==> config.mk <==
export PLATFORM = sky130hd
export DESIGN_NAME = viewport_scale_fit_core
export DESIGN_NICKNAME = d
export VERILOG_FILES = /design/src/hdl/vsf_pkg.sv /design/src/hdl/vsf_prep.sv /design/src/hdl/vsf_div_cell.sv /design/src/hdl/viewport_scale_fit_core.sv
export SDC_FILE = /design/constraint.sdc
export NUM_CORES = 2
export LEC_CHECK = 0
export ABC_CLOCK_PERIOD_IN_PS = 150200
export BUFFER_PORTS_ARGS = -buffer_cell sky130_fd_sc_hd__buf_4
export CAP_MARGIN = 20
export CORE_ASPECT_RATIO = 1.5
export CORE_MARGIN = 2
export CORE_UTILIZATION = 55
export DETAILED_ROUTE_END_ITERATION = 6
export PLACE_DENSITY = 0.68
export SYNTH_ARGS = -nofsm -noshare
export SYNTH_HDL_FRONTEND = slang
export SYNTH_SLANG_ARGS = --single-unit
export TNS_END_PERCENT = 20
==> constraint.sdc <==
create_clock -name clk -period 150.2 [get_ports clk]
set_input_delay 0 -clock clk [delete_from_list [all_inputs] [get_ports clk]]
set_output_delay 0 -clock clk [all_outputs]
set_load 0.02 [all_outputs]
==> src/hdl/vsf_pkg.sv <==
// Shared types and constants for the viewport scale-fit core.
// Used by vsf_prep, vsf_div_cell, the top level and the bench; depends on nothing else.
`default_nettype none
package vsf_pkg;

	// Field widths of a request and a result.
	localparam int DIM_W  = 14;
	localparam int OFF_W  = 13;
	localparam int MODE_W = 2;
	localparam int PROD_W = 2 * DIM_W;

	// One divider cell per quotient bit.
	localparam int DIV_CELLS = DIM_W;

	// Scaling mode selector carried on the request's tuser.
	typedef enum logic [MODE_W-1:0] {
		MODE_ASPECT     = 2'd0,
		MODE_FULL       = 2'd1,
		MODE_CENTER     = 2'd2,
		MODE_ASPECT_ALT = 2'd3
	} mode_t;

	// How the final stage completes a result.
	typedef enum logic [1:0] {
		KIND_DIRECT = 2'd0,
		KIND_FIT_H  = 2'd1,
		KIND_FIT_W  = 2'd2
	} kind_t;

	// Unpacked request fields.
	typedef struct packed {
		logic [DIM_W-1:0] rw;
		logic [DIM_W-1:0] rh;
		logic [DIM_W-1:0] sw;
		logic [DIM_W-1:0] sh;
		mode_t            mode;
	} req_t;

	// Result under construction. For the fit kinds, w and h hold the raster size.
	typedef struct packed {
		kind_t            kind;
		logic [OFF_W-1:0] x;
		logic [OFF_W-1:0] y;
		logic [DIM_W-1:0] w;
		logic [DIM_W-1:0] h;
		logic             zero;
	} res_t;

	// Divider state handed from cell to cell.
	typedef struct packed {
		logic [DIM_W-1:0] rem;
		logic [DIM_W-1:0] dvd_lo;
		logic [DIM_W-1:0] divisor;
		logic [DIM_W-1:0] quo;
	} div_t;

endpackage
`default_nettype wire

==> src/hdl/vsf_prep.sv <==
// Front stages: the two cross products, the aspect compare and the direct modes.
// Depends on vsf_pkg; feeds the first divider cell.
`default_nettype none
module vsf_prep import vsf_pkg::*; (
	input  wire logic clk,
	input  wire logic arst_n,
	input  wire logic en,
	input  wire logic in_valid,
	input  wire req_t in_req,
	output logic      out_valid,
	output res_t      out_res,
	output div_t      out_div
);

	logic              valid_s1;
	req_t              req_s1;
	logic [PROD_W-1:0] prod_a_s1;
	logic [PROD_W-1:0] prod_b_s1;

	logic              valid_s2;
	res_t              res_s2;
	div_t              div_s2;

	res_t              res_d;
	div_t              div_d;
	logic              zero_src;
	logic              fit_h;
	logic [PROD_W-1:0] dividend;
	logic [DIM_W-1:0]  diff_w;
	logic [DIM_W-1:0]  diff_h;

	// Control of the two stages.
	always_ff @(posedge clk or negedge arst_n) begin
		if (!arst_n) begin
			valid_s1 <= 1'b0;
			valid_s2 <= 1'b0;
		end else if (en) begin
			valid_s1 <= in_valid;
			valid_s2 <= valid_s1;
		end
	end

	// Stage 1: raster_width * source_height and raster_height * source_width.
	always_ff @(posedge clk) begin
		if (en) begin
			req_s1    <= in_req;
			prod_a_s1 <= PROD_W'(in_req.rw) * PROD_W'(in_req.sh);
			prod_b_s1 <= PROD_W'(in_req.rh) * PROD_W'(in_req.sw);
		end
	end

	// Stage 2: pick the scaled axis and settle the modes that need no division.
	always_comb begin
		zero_src = (req_s1.sw == '0) || (req_s1.sh == '0);
		fit_h    = prod_a_s1 < prod_b_s1;
		dividend = fit_h ? prod_a_s1 : prod_b_s1;
		diff_w   = req_s1.rw - req_s1.sw;
		diff_h   = req_s1.rh - req_s1.sh;

		res_d.kind = KIND_DIRECT;
		res_d.x    = '0;
		res_d.y    = '0;
		res_d.w    = req_s1.rw;
		res_d.h    = req_s1.rh;
		res_d.zero = 1'b0;

		unique case (req_s1.mode)
			MODE_FULL: begin
			end
			MODE_CENTER: begin
				if (req_s1.rw >= req_s1.sw) begin
					res_d.w = req_s1.sw;
					res_d.x = diff_w[DIM_W-1:1];
				end
				if (req_s1.rh >= req_s1.sh) begin
					res_d.h = req_s1.sh;
					res_d.y = diff_h[DIM_W-1:1];
				end
			end
			MODE_ASPECT, MODE_ASPECT_ALT: begin
				if (zero_src) begin
					res_d.zero = 1'b1;
				end else begin
					res_d.kind = fit_h ? KIND_FIT_H : KIND_FIT_W;
				end
			end
		endcase

		// The quotient never exceeds the raster, so the high half is already
		// below the divisor and serves as the first partial remainder.
		div_d.rem     = dividend[PROD_W-1:DIM_W];
		div_d.dvd_lo  = dividend[DIM_W-1:0];
		div_d.divisor = fit_h ? req_s1.sw : req_s1.sh;
		div_d.quo     = '0;
	end

	always_ff @(posedge clk) begin
		if (en) begin
			res_s2 <= res_d;
			div_s2 <= div_d;
		end
	end

	assign out_valid = valid_s2;
	assign out_res   = res_s2;
	assign out_div   = div_s2;

endmodule
`default_nettype wire

==> src/hdl/vsf_div_cell.sv <==
// One cell of the restoring divider chain: yields one quotient bit per pass.
// Depends on vsf_pkg; instantiated in a row by the top level.
`default_nettype none
module vsf_div_cell import vsf_pkg::*; (
	input  wire logic clk,
	input  wire logic arst_n,
	input  wire logic en,
	input  wire logic in_valid,
	input  wire res_t in_res,
	input  wire div_t in_div,
	output logic      out_valid,
	output res_t      out_res,
	output div_t      out_div
);

	logic             valid_q;
	res_t             res_q;
	div_t             div_q;

	div_t             div_d;
	logic [DIM_W:0]   trial;
	logic [DIM_W:0]   diff;
	logic             take;

	// Bring down the next dividend bit and subtract the divisor if it fits.
	always_comb begin
		trial = {in_div.rem, in_div.dvd_lo[DIM_W-1]};
		diff  = trial - {1'b0, in_div.divisor};
		take  = trial >= {1'b0, in_div.divisor};

		div_d.rem     = take ? diff[DIM_W-1:0] : trial[DIM_W-1:0];
		div_d.dvd_lo  = {in_div.dvd_lo[DIM_W-2:0], 1'b0};
		div_d.divisor = in_div.divisor;
		div_d.quo     = {in_div.quo[DIM_W-2:0], take};
	end

	always_ff @(posedge clk or negedge arst_n) begin
		if (!arst_n) begin
			valid_q <= 1'b0;
		end else if (en) begin
			valid_q <= in_valid;
		end
	end

	always_ff @(posedge clk) begin
		if (en) begin
			res_q <= in_res;
			div_q <= div_d;
		end
	end

	assign out_valid = valid_q;
	assign out_res   = res_q;
	assign out_div   = div_q;

endmodule
`default_nettype wire

==> src/hdl/viewport_scale_fit_core.sv <==
// A request passes through vsf_prep, the 14-cell divider chain and the output register.
// Throughput: one request per cycle while the output is not stalled; a stall holds the whole chain.
// An input skid register holds one request while the output is stalled.
// Reset: arst_n clears all valid flags at once; the block takes requests right after.
// Top level of the viewport scale-fit core; depends on vsf_pkg, vsf_prep, vsf_div_cell.
`default_nettype none
module viewport_scale_fit_core import vsf_pkg::*; (
	input  wire logic        clk,
	input  wire logic        arst_n,
	input  wire logic        s_tvalid,
	output logic             s_tready,
	// raster_width, raster_height, source_width, source_height
	input  wire logic [55:0] s_tdata,
	// mode
	input  wire logic [1:0]  s_tuser,
	output logic             m_tvalid,
	input  wire logic        m_tready,
	// out_x, out_y, out_width, out_height, then two zero bits
	output logic [55:0]      m_tdata,
	// zero_source
	output logic [0:0]       m_tuser
);

	logic   en;
	logic   take;
	req_t   in_req;
	logic   skid_valid_q;
	req_t   skid_req_q;
	logic   pipe_valid;
	req_t   pipe_req;

	logic   cell_valid [0:DIV_CELLS];
	res_t   cell_res   [0:DIV_CELLS];
	div_t   cell_div   [0:DIV_CELLS];

	res_t   fin_d;
	logic [DIM_W-1:0] quo;
	logic [DIM_W-1:0] gap;
	logic   out_valid_q;
	res_t   out_res_q;

	// Request unpacking.
	assign in_req.rw   = s_tdata[13:0];
	assign in_req.rh   = s_tdata[27:14];
	assign in_req.sw   = s_tdata[41:28];
	assign in_req.sh   = s_tdata[55:42];
	assign in_req.mode = mode_t'(s_tuser);

	// The whole pipeline moves whenever the output register can take a result.
	assign en       = !out_valid_q || m_tready;
	assign s_tready = !skid_valid_q;
	assign take     = s_tvalid && s_tready;

	// Skid register: catches a request that arrives while the pipeline is held.
	always_ff @(posedge clk or negedge arst_n) begin
		if (!arst_n) begin
			skid_valid_q <= 1'b0;
		end else if (en) begin
			skid_valid_q <= 1'b0;
		end else if (take) begin
			skid_valid_q <= 1'b1;
		end
	end

	always_ff @(posedge clk) begin
		if (!en && take) begin
			skid_req_q <= in_req;
		end
	end

	assign pipe_valid = skid_valid_q || take;
	assign pipe_req   = skid_valid_q ? skid_req_q : in_req;

	vsf_prep u_prep (
		.clk       (clk),
		.arst_n    (arst_n),
		.en        (en),
		.in_valid  (pipe_valid),
		.in_req    (pipe_req),
		.out_valid (cell_valid[0]),
		.out_res   (cell_res[0]),
		.out_div   (cell_div[0])
	);

	// Divider chain, one quotient bit per cell from the top down.
	for (genvar i = 0; i < DIV_CELLS; i++) begin : g_cell
		vsf_div_cell u_cell (
			.clk       (clk),
			.arst_n    (arst_n),
			.en        (en),
			.in_valid  (cell_valid[i]),
			.in_res    (cell_res[i]),
			.in_div    (cell_div[i]),
			.out_valid (cell_valid[i+1]),
			.out_res   (cell_res[i+1]),
			.out_div   (cell_div[i+1])
		);
	end

	// Place the scaled axis and center it in the raster.
	always_comb begin
		quo   = cell_div[DIV_CELLS].quo;
		fin_d = cell_res[DIV_CELLS];
		gap   = '0;
		unique case (cell_res[DIV_CELLS].kind)
			KIND_FIT_H: begin
				gap     = cell_res[DIV_CELLS].h - quo;
				fin_d.h = quo;
				fin_d.y = gap[DIM_W-1:1];
			end
			KIND_FIT_W: begin
				gap     = cell_res[DIV_CELLS].w - quo;
				fin_d.w = quo;
				fin_d.x = gap[DIM_W-1:1];
			end
			default: begin
			end
		endcase
		fin_d.kind = KIND_DIRECT;
	end

	// Output register.
	always_ff @(posedge clk or negedge arst_n) begin
		if (!arst_n) begin
			out_valid_q <= 1'b0;
		end else if (en) begin
			out_valid_q <= cell_valid[DIV_CELLS];
		end
	end

	always_ff @(posedge clk) begin
		if (en) begin
			out_res_q <= fin_d;
		end
	end

	assign m_tvalid   = out_valid_q;
	assign m_tdata    = {2'b00, out_res_q.h, out_res_q.w, out_res_q.y, out_res_q.x};
	assign m_tuser[0] = out_res_q.zero;

endmodule
`default_nettype wire

==> summary.txt <==
Setup path
  – Startpoint of the most critical register-to-register path: skid_valid_q$_DFFE_PN0P_
  – CP Launch Point: skid_valid_q$_DFFE_PN0P_
  – Worst path arrival time: around 8900 ps
  – Element type at the critical path start: flip-flop
  – Critical-path maximum fanout: 39
  – Endpoint class of the critical path: flip-flop
  – Setup CP Type: flip-flop to flip-flop
  – Required time at the worst-slack endpoint: approximately 150,000 ps

Global route
  – Initial antenna violation count: 1
  – Global-route wire length before repair: between 200,000 and 300,000 µm
  – Total global routing overflow: 0
  – Most crowded layer after global routing: met2
  – Met2 capacity usage during global routing: between 40% and 50%
  – Overall track demand over capacity in global routing: 22.8%
  – Fraction of met3 tracks used by global routing: under 10%
  – Maximum number of pins on one net before global-route repair: approximately 210
  – Number of global-route vias before repair: between 40,000 and 50,000
  – GRT met1 Usage: approximately a fifth

Die
  – Number of rows in the core area: 173
  – Core area: between 100,000 and 150,000 µm²
  – Die H: 476 µm
  – Starting density of the core: between 50% and 60%
  – Horizontal die dimension: ~320 µm
  – I/O pin total: around 120
  – Total Die Area: 151,000 µm²

Yosys
  – Proportion of synthesized chip area in sequential cells: a little over three fifths
  – Register bit total from synthesis: approximately 1,700
  – Post-Synthesis Mean Instance Area: ~14 µm²
  – Number of flops mapped to enable cells by yosys: ~1,700
  – Total of warnings raised by yosys: 0
  – Synthesized instance count: roughly 6,000
  – Most used DFF post-synth: sky130_fd_sc_hd__edfxtp_1
  – Cell area after synthesis: between 80,000 and 90,000 µm²
  – Number of distinct library cells after synthesis: 81
  – Async SR Flop Fraction: around 1.1%

Clock tree
  – Maximum number of buffers from clock root to sink: 3
  – Sink count of the clock tree: 1,702
  – Count of instances resized after the clock tree is built: 0
  – Root Driver: sky130_fd_sc_hd__clkbuf_16
  – CTS H-tree lvls: 4
  – CTS tree: yes
  – Clock Latency Late Sink: 790 ps
  – Cts bufs inserted: about 160
  – Register clock-pin slew on the reported worst setup and hold paths: 60 ps

Placed design
  – HPWL reported at the end of detailed placement: between 100,000 and 150,000 µm
  – Final GP Congestion: ~0.94
  – Input/output buffers: between 100 and 150

STA
  – Final-layout setup total negative slack: 0 ps
  – Total of endpoints with negative setup slack in the final report: 0
  – Share of the clock period used by the worst path after layout: ~5.6%
  – Worst slew slack as a fraction of its limit: 17.4%
  – Top achievable clock speed: ~0.12 GHz
  – Final hold violation count: 0
  – Period minus WS final: about 8400 ps
  – Number of slew-limit violations in the final report: 0
  – Actual transition at the worst max-transition pin: 1200 ps
  – RSZ-0062 raised after global routing: false
  – Worst hold slack: approximately 140 ps
  – Worst clock skew: ~44 ps

Drt
  – Wire length reported by the detailed router: about 170,000 µm
  – Pre-Repair DR Iteration Count: 7
  – Via count normalized by instance count: roughly 5.5
  – Average wire length per cell after detail routing: ~20 µm
  – Vias after detailed routing: 46,000
  – Drt initial violations: around 2,600
  – ANT nets after route: 0
  – Number of remaining DRC errors: 0

Cells and area
  – Number of inserted filler cells in the final layout: 11,000
  – NumNets Final: roughly 7,100
  – Footprint of the multi-input gates: approximately 27,000 µm²
  – Storage element area: approximately 51,000 µm²
  – Post-layout util: about 62%
  – Layout cell share with drive strength beyond 1: about 8.5%
  – Area Growth Syn to Fin: 12.2%

Worst hold path
  – Worst min-delay path class: input pin to flip-flop
  – Worst hold start: s_tuser[0]

Run
  – Maximum Capacitance Violations: 0

Status
  – Result of the run: complete, no violations
[kinds of logic (layout without fill, tap and decap cells)]
kind of cell	Yosys count	after routing	share of synthesized area, %
DFF	1702	1702	62.6
and+or+nand+nor	1288	1288	7.01
AOI/OAI and AO/OA	961	961	7.56
buffers and inverters	829	1313	3.94
adders and majority gates	759	759	14.4
xor gates and xnor gates	193	193	2.07
muxes	177	177	2.45
other	1	3	0.00460
[cell usage after synthesis (26+ instances only)]
cell type / n / area [µm²]
sky130_fd_sc_hd__a31oi_1: 26 / 163
sky130_fd_sc_hd__fa_1: 299 / 5990
sky130_fd_sc_hd__mux2_4: 26 / 390
sky130_fd_sc_hd__inv_1: 699 / 2620
sky130_fd_sc_hd__a21o_1: 111 / 833
sky130_fd_sc_hd__xnor2_1: 132 / 1160
sky130_fd_sc_hd__edfxtp_1: 1684 / 50600
sky130_fd_sc_hd__mux2_2: 75 / 845
sky130_fd_sc_hd__nand2_1: 456 / 1710
sky130_fd_sc_hd__o31ai_1: 26 / 195
sky130_fd_sc_hd__o21a_1: 50 / 375
sky130_fd_sc_hd__nand3_1: 32 / 160
sky130_fd_sc_hd__clkbuf_1: 64 / 240
sky130_fd_sc_hd__nand2b_1: 46 / 288
sky130_fd_sc_hd__nor2_1: 449 / 1690
sky130_fd_sc_hd__nor3_1: 82 / 410
sky130_fd_sc_hd__o21ai_0: 182 / 911
sky130_fd_sc_hd__ha_1: 460 / 5760
sky130_fd_sc_hd__mux2i_1: 76 / 761
sky130_fd_sc_hd__a211oi_1: 42 / 315
sky130_fd_sc_hd__a21oi_1: 322 / 1610
sky130_fd_sc_hd__xor2_1: 61 / 534
sky130_fd_sc_hd__nand4_1: 62 / 388
sky130_fd_sc_hd__and3_1: 28 / 175
sky130_fd_sc_hd__nor2b_1: 47 / 294
[sequential cells by signal (all words and copies together) (netlist names)]
register,flops
g_cell.u_cell.out_valid,14
u_prep.out_res,57
u_prep.valid_s1,1
u_prep.out_valid,1
u_prep.out_div,42
g_cell.u_cell.out_res,798
u_prep.prod_a_s1,28
skid_req_q,58
m_tvalid,1
m_tuser,1
skid_valid_q,1
u_prep.prod_b_s1,28
u_prep.req_s1,58
g_cell.u_cell.out_div,560
m_tdata,54
[cells in the final DEF (no fill, tap or decap), drive strengths merged, types with 17 or more instances in the layout]
cell / n
clkbuf: 184
o21ai: 188
mux2i: 76
dlygate4sd3: 121
nor2: 449
nand4: 62
a211o: 17
nand2: 456
nand2b: 46
fa: 299
bufinv: 24
nand3: 32
clkinv: 88
o311ai: 21
a21o: 111
xor2: 61
inv: 709
a211oi: 44
o21a: 50
edfxtp: 1684
dfrtp: 18
o31ai: 26
a21oi: 325
a31oi: 29
ha: 460
nor3: 82
o31a: 18
and3: 28
nor2b: 48
xnor2: 132
and2: 17
buf: 181
mux2: 101
nor4: 21
[worst paths after layout]
kind | to | slack (ps) | depth (start not counted)
worst max-delay path | u_prep.prod_a_s1[26]$_DFFE_PN_ | 141820 | 21
worst min-delay path | u_prep.req_s1[0]$_DFFE_PN_ | 140 | 3
worst max register to register | u_prep.prod_a_s1[26]$_DFFE_PN_ | 141820 | 21
worst min register to register | g_cell[4].u_cell.out_div[1]$_DFFE_PN_ | 390 | 0
max in group asynchronous | skid_valid_q$_DFFE_PN0P_ | 149230 | 3
min in group asynchronous | g_cell[12].u_cell.out_valid$_DFFE_PN0N_ | 390 | 3
[worst max-delay path: stages (launching register included)]
cell                       delay (ps)
sky130_fd_sc_hd__dfrtp_4          660
sky130_fd_sc_hd__buf_4            590
sky130_fd_sc_hd__mux2i_1          740
sky130_fd_sc_hd__clkinv_1         570
sky130_fd_sc_hd__nand2_1          240
sky130_fd_sc_hd__fa_1             450
sky130_fd_sc_hd__fa_1             530
sky130_fd_sc_hd__fa_1             560
sky130_fd_sc_hd__inv_1             50
sky130_fd_sc_hd__fa_1             410
sky130_fd_sc_hd__fa_1             520
sky130_fd_sc_hd__inv_1             60
sky130_fd_sc_hd__fa_1             500
sky130_fd_sc_hd__inv_1             50
sky130_fd_sc_hd__ha_1             420
sky130_fd_sc_hd__a21oi_1          120
sky130_fd_sc_hd__o21ai_0          170
sky130_fd_sc_hd__a21oi_1          100
sky130_fd_sc_hd__a211oi_2         360
sky130_fd_sc_hd__a31oi_1          260
sky130_fd_sc_hd__or2_2            370
sky130_fd_sc_hd__a311o_1          320
[per-stage QoR]
step	std cells	setup WS (ps)	area [µm²]
5_1_grt	8321	141550	91500
3_3_place_gp	7908	142070	84800
6_report	8321	141820	91500
2_1_floorplan	5911	102720	81600
4_1_cts	8318	141880	91500
3_5_place_dp	7910	141890	84900
[cell type report]
type	count	area share (%)
sequential	1702	55.7
multi-input combinational	3380	29.9
clock buffer	184	4.49
inverter	724	2.98
timing repair buffer	302	2.87
tap	1925	2.63
clock inverter	103	1.44
antenna	1	0.00273
[timing repair]
action / CTS / global route
endpoints found under the hold margin: 152 / 0
hold buffers: 121 / 0
buffers inserted: 0 / 0
[per-layer routing]
layer / routed length, µm / vias to the layer above / part of all wire [%]
li1: - / 21900 / -
met1: 55500 / 22500 / 33
met2: 94600 / 1057 / 55
met3: 5960 / 500 / 3.5
met4: 14400 / 0 / 8.4
met5: 0 / - / 0
Power is not shown: default switching activity piles up to over one toggle a cycle in this logic, so the estimate is an artifact.
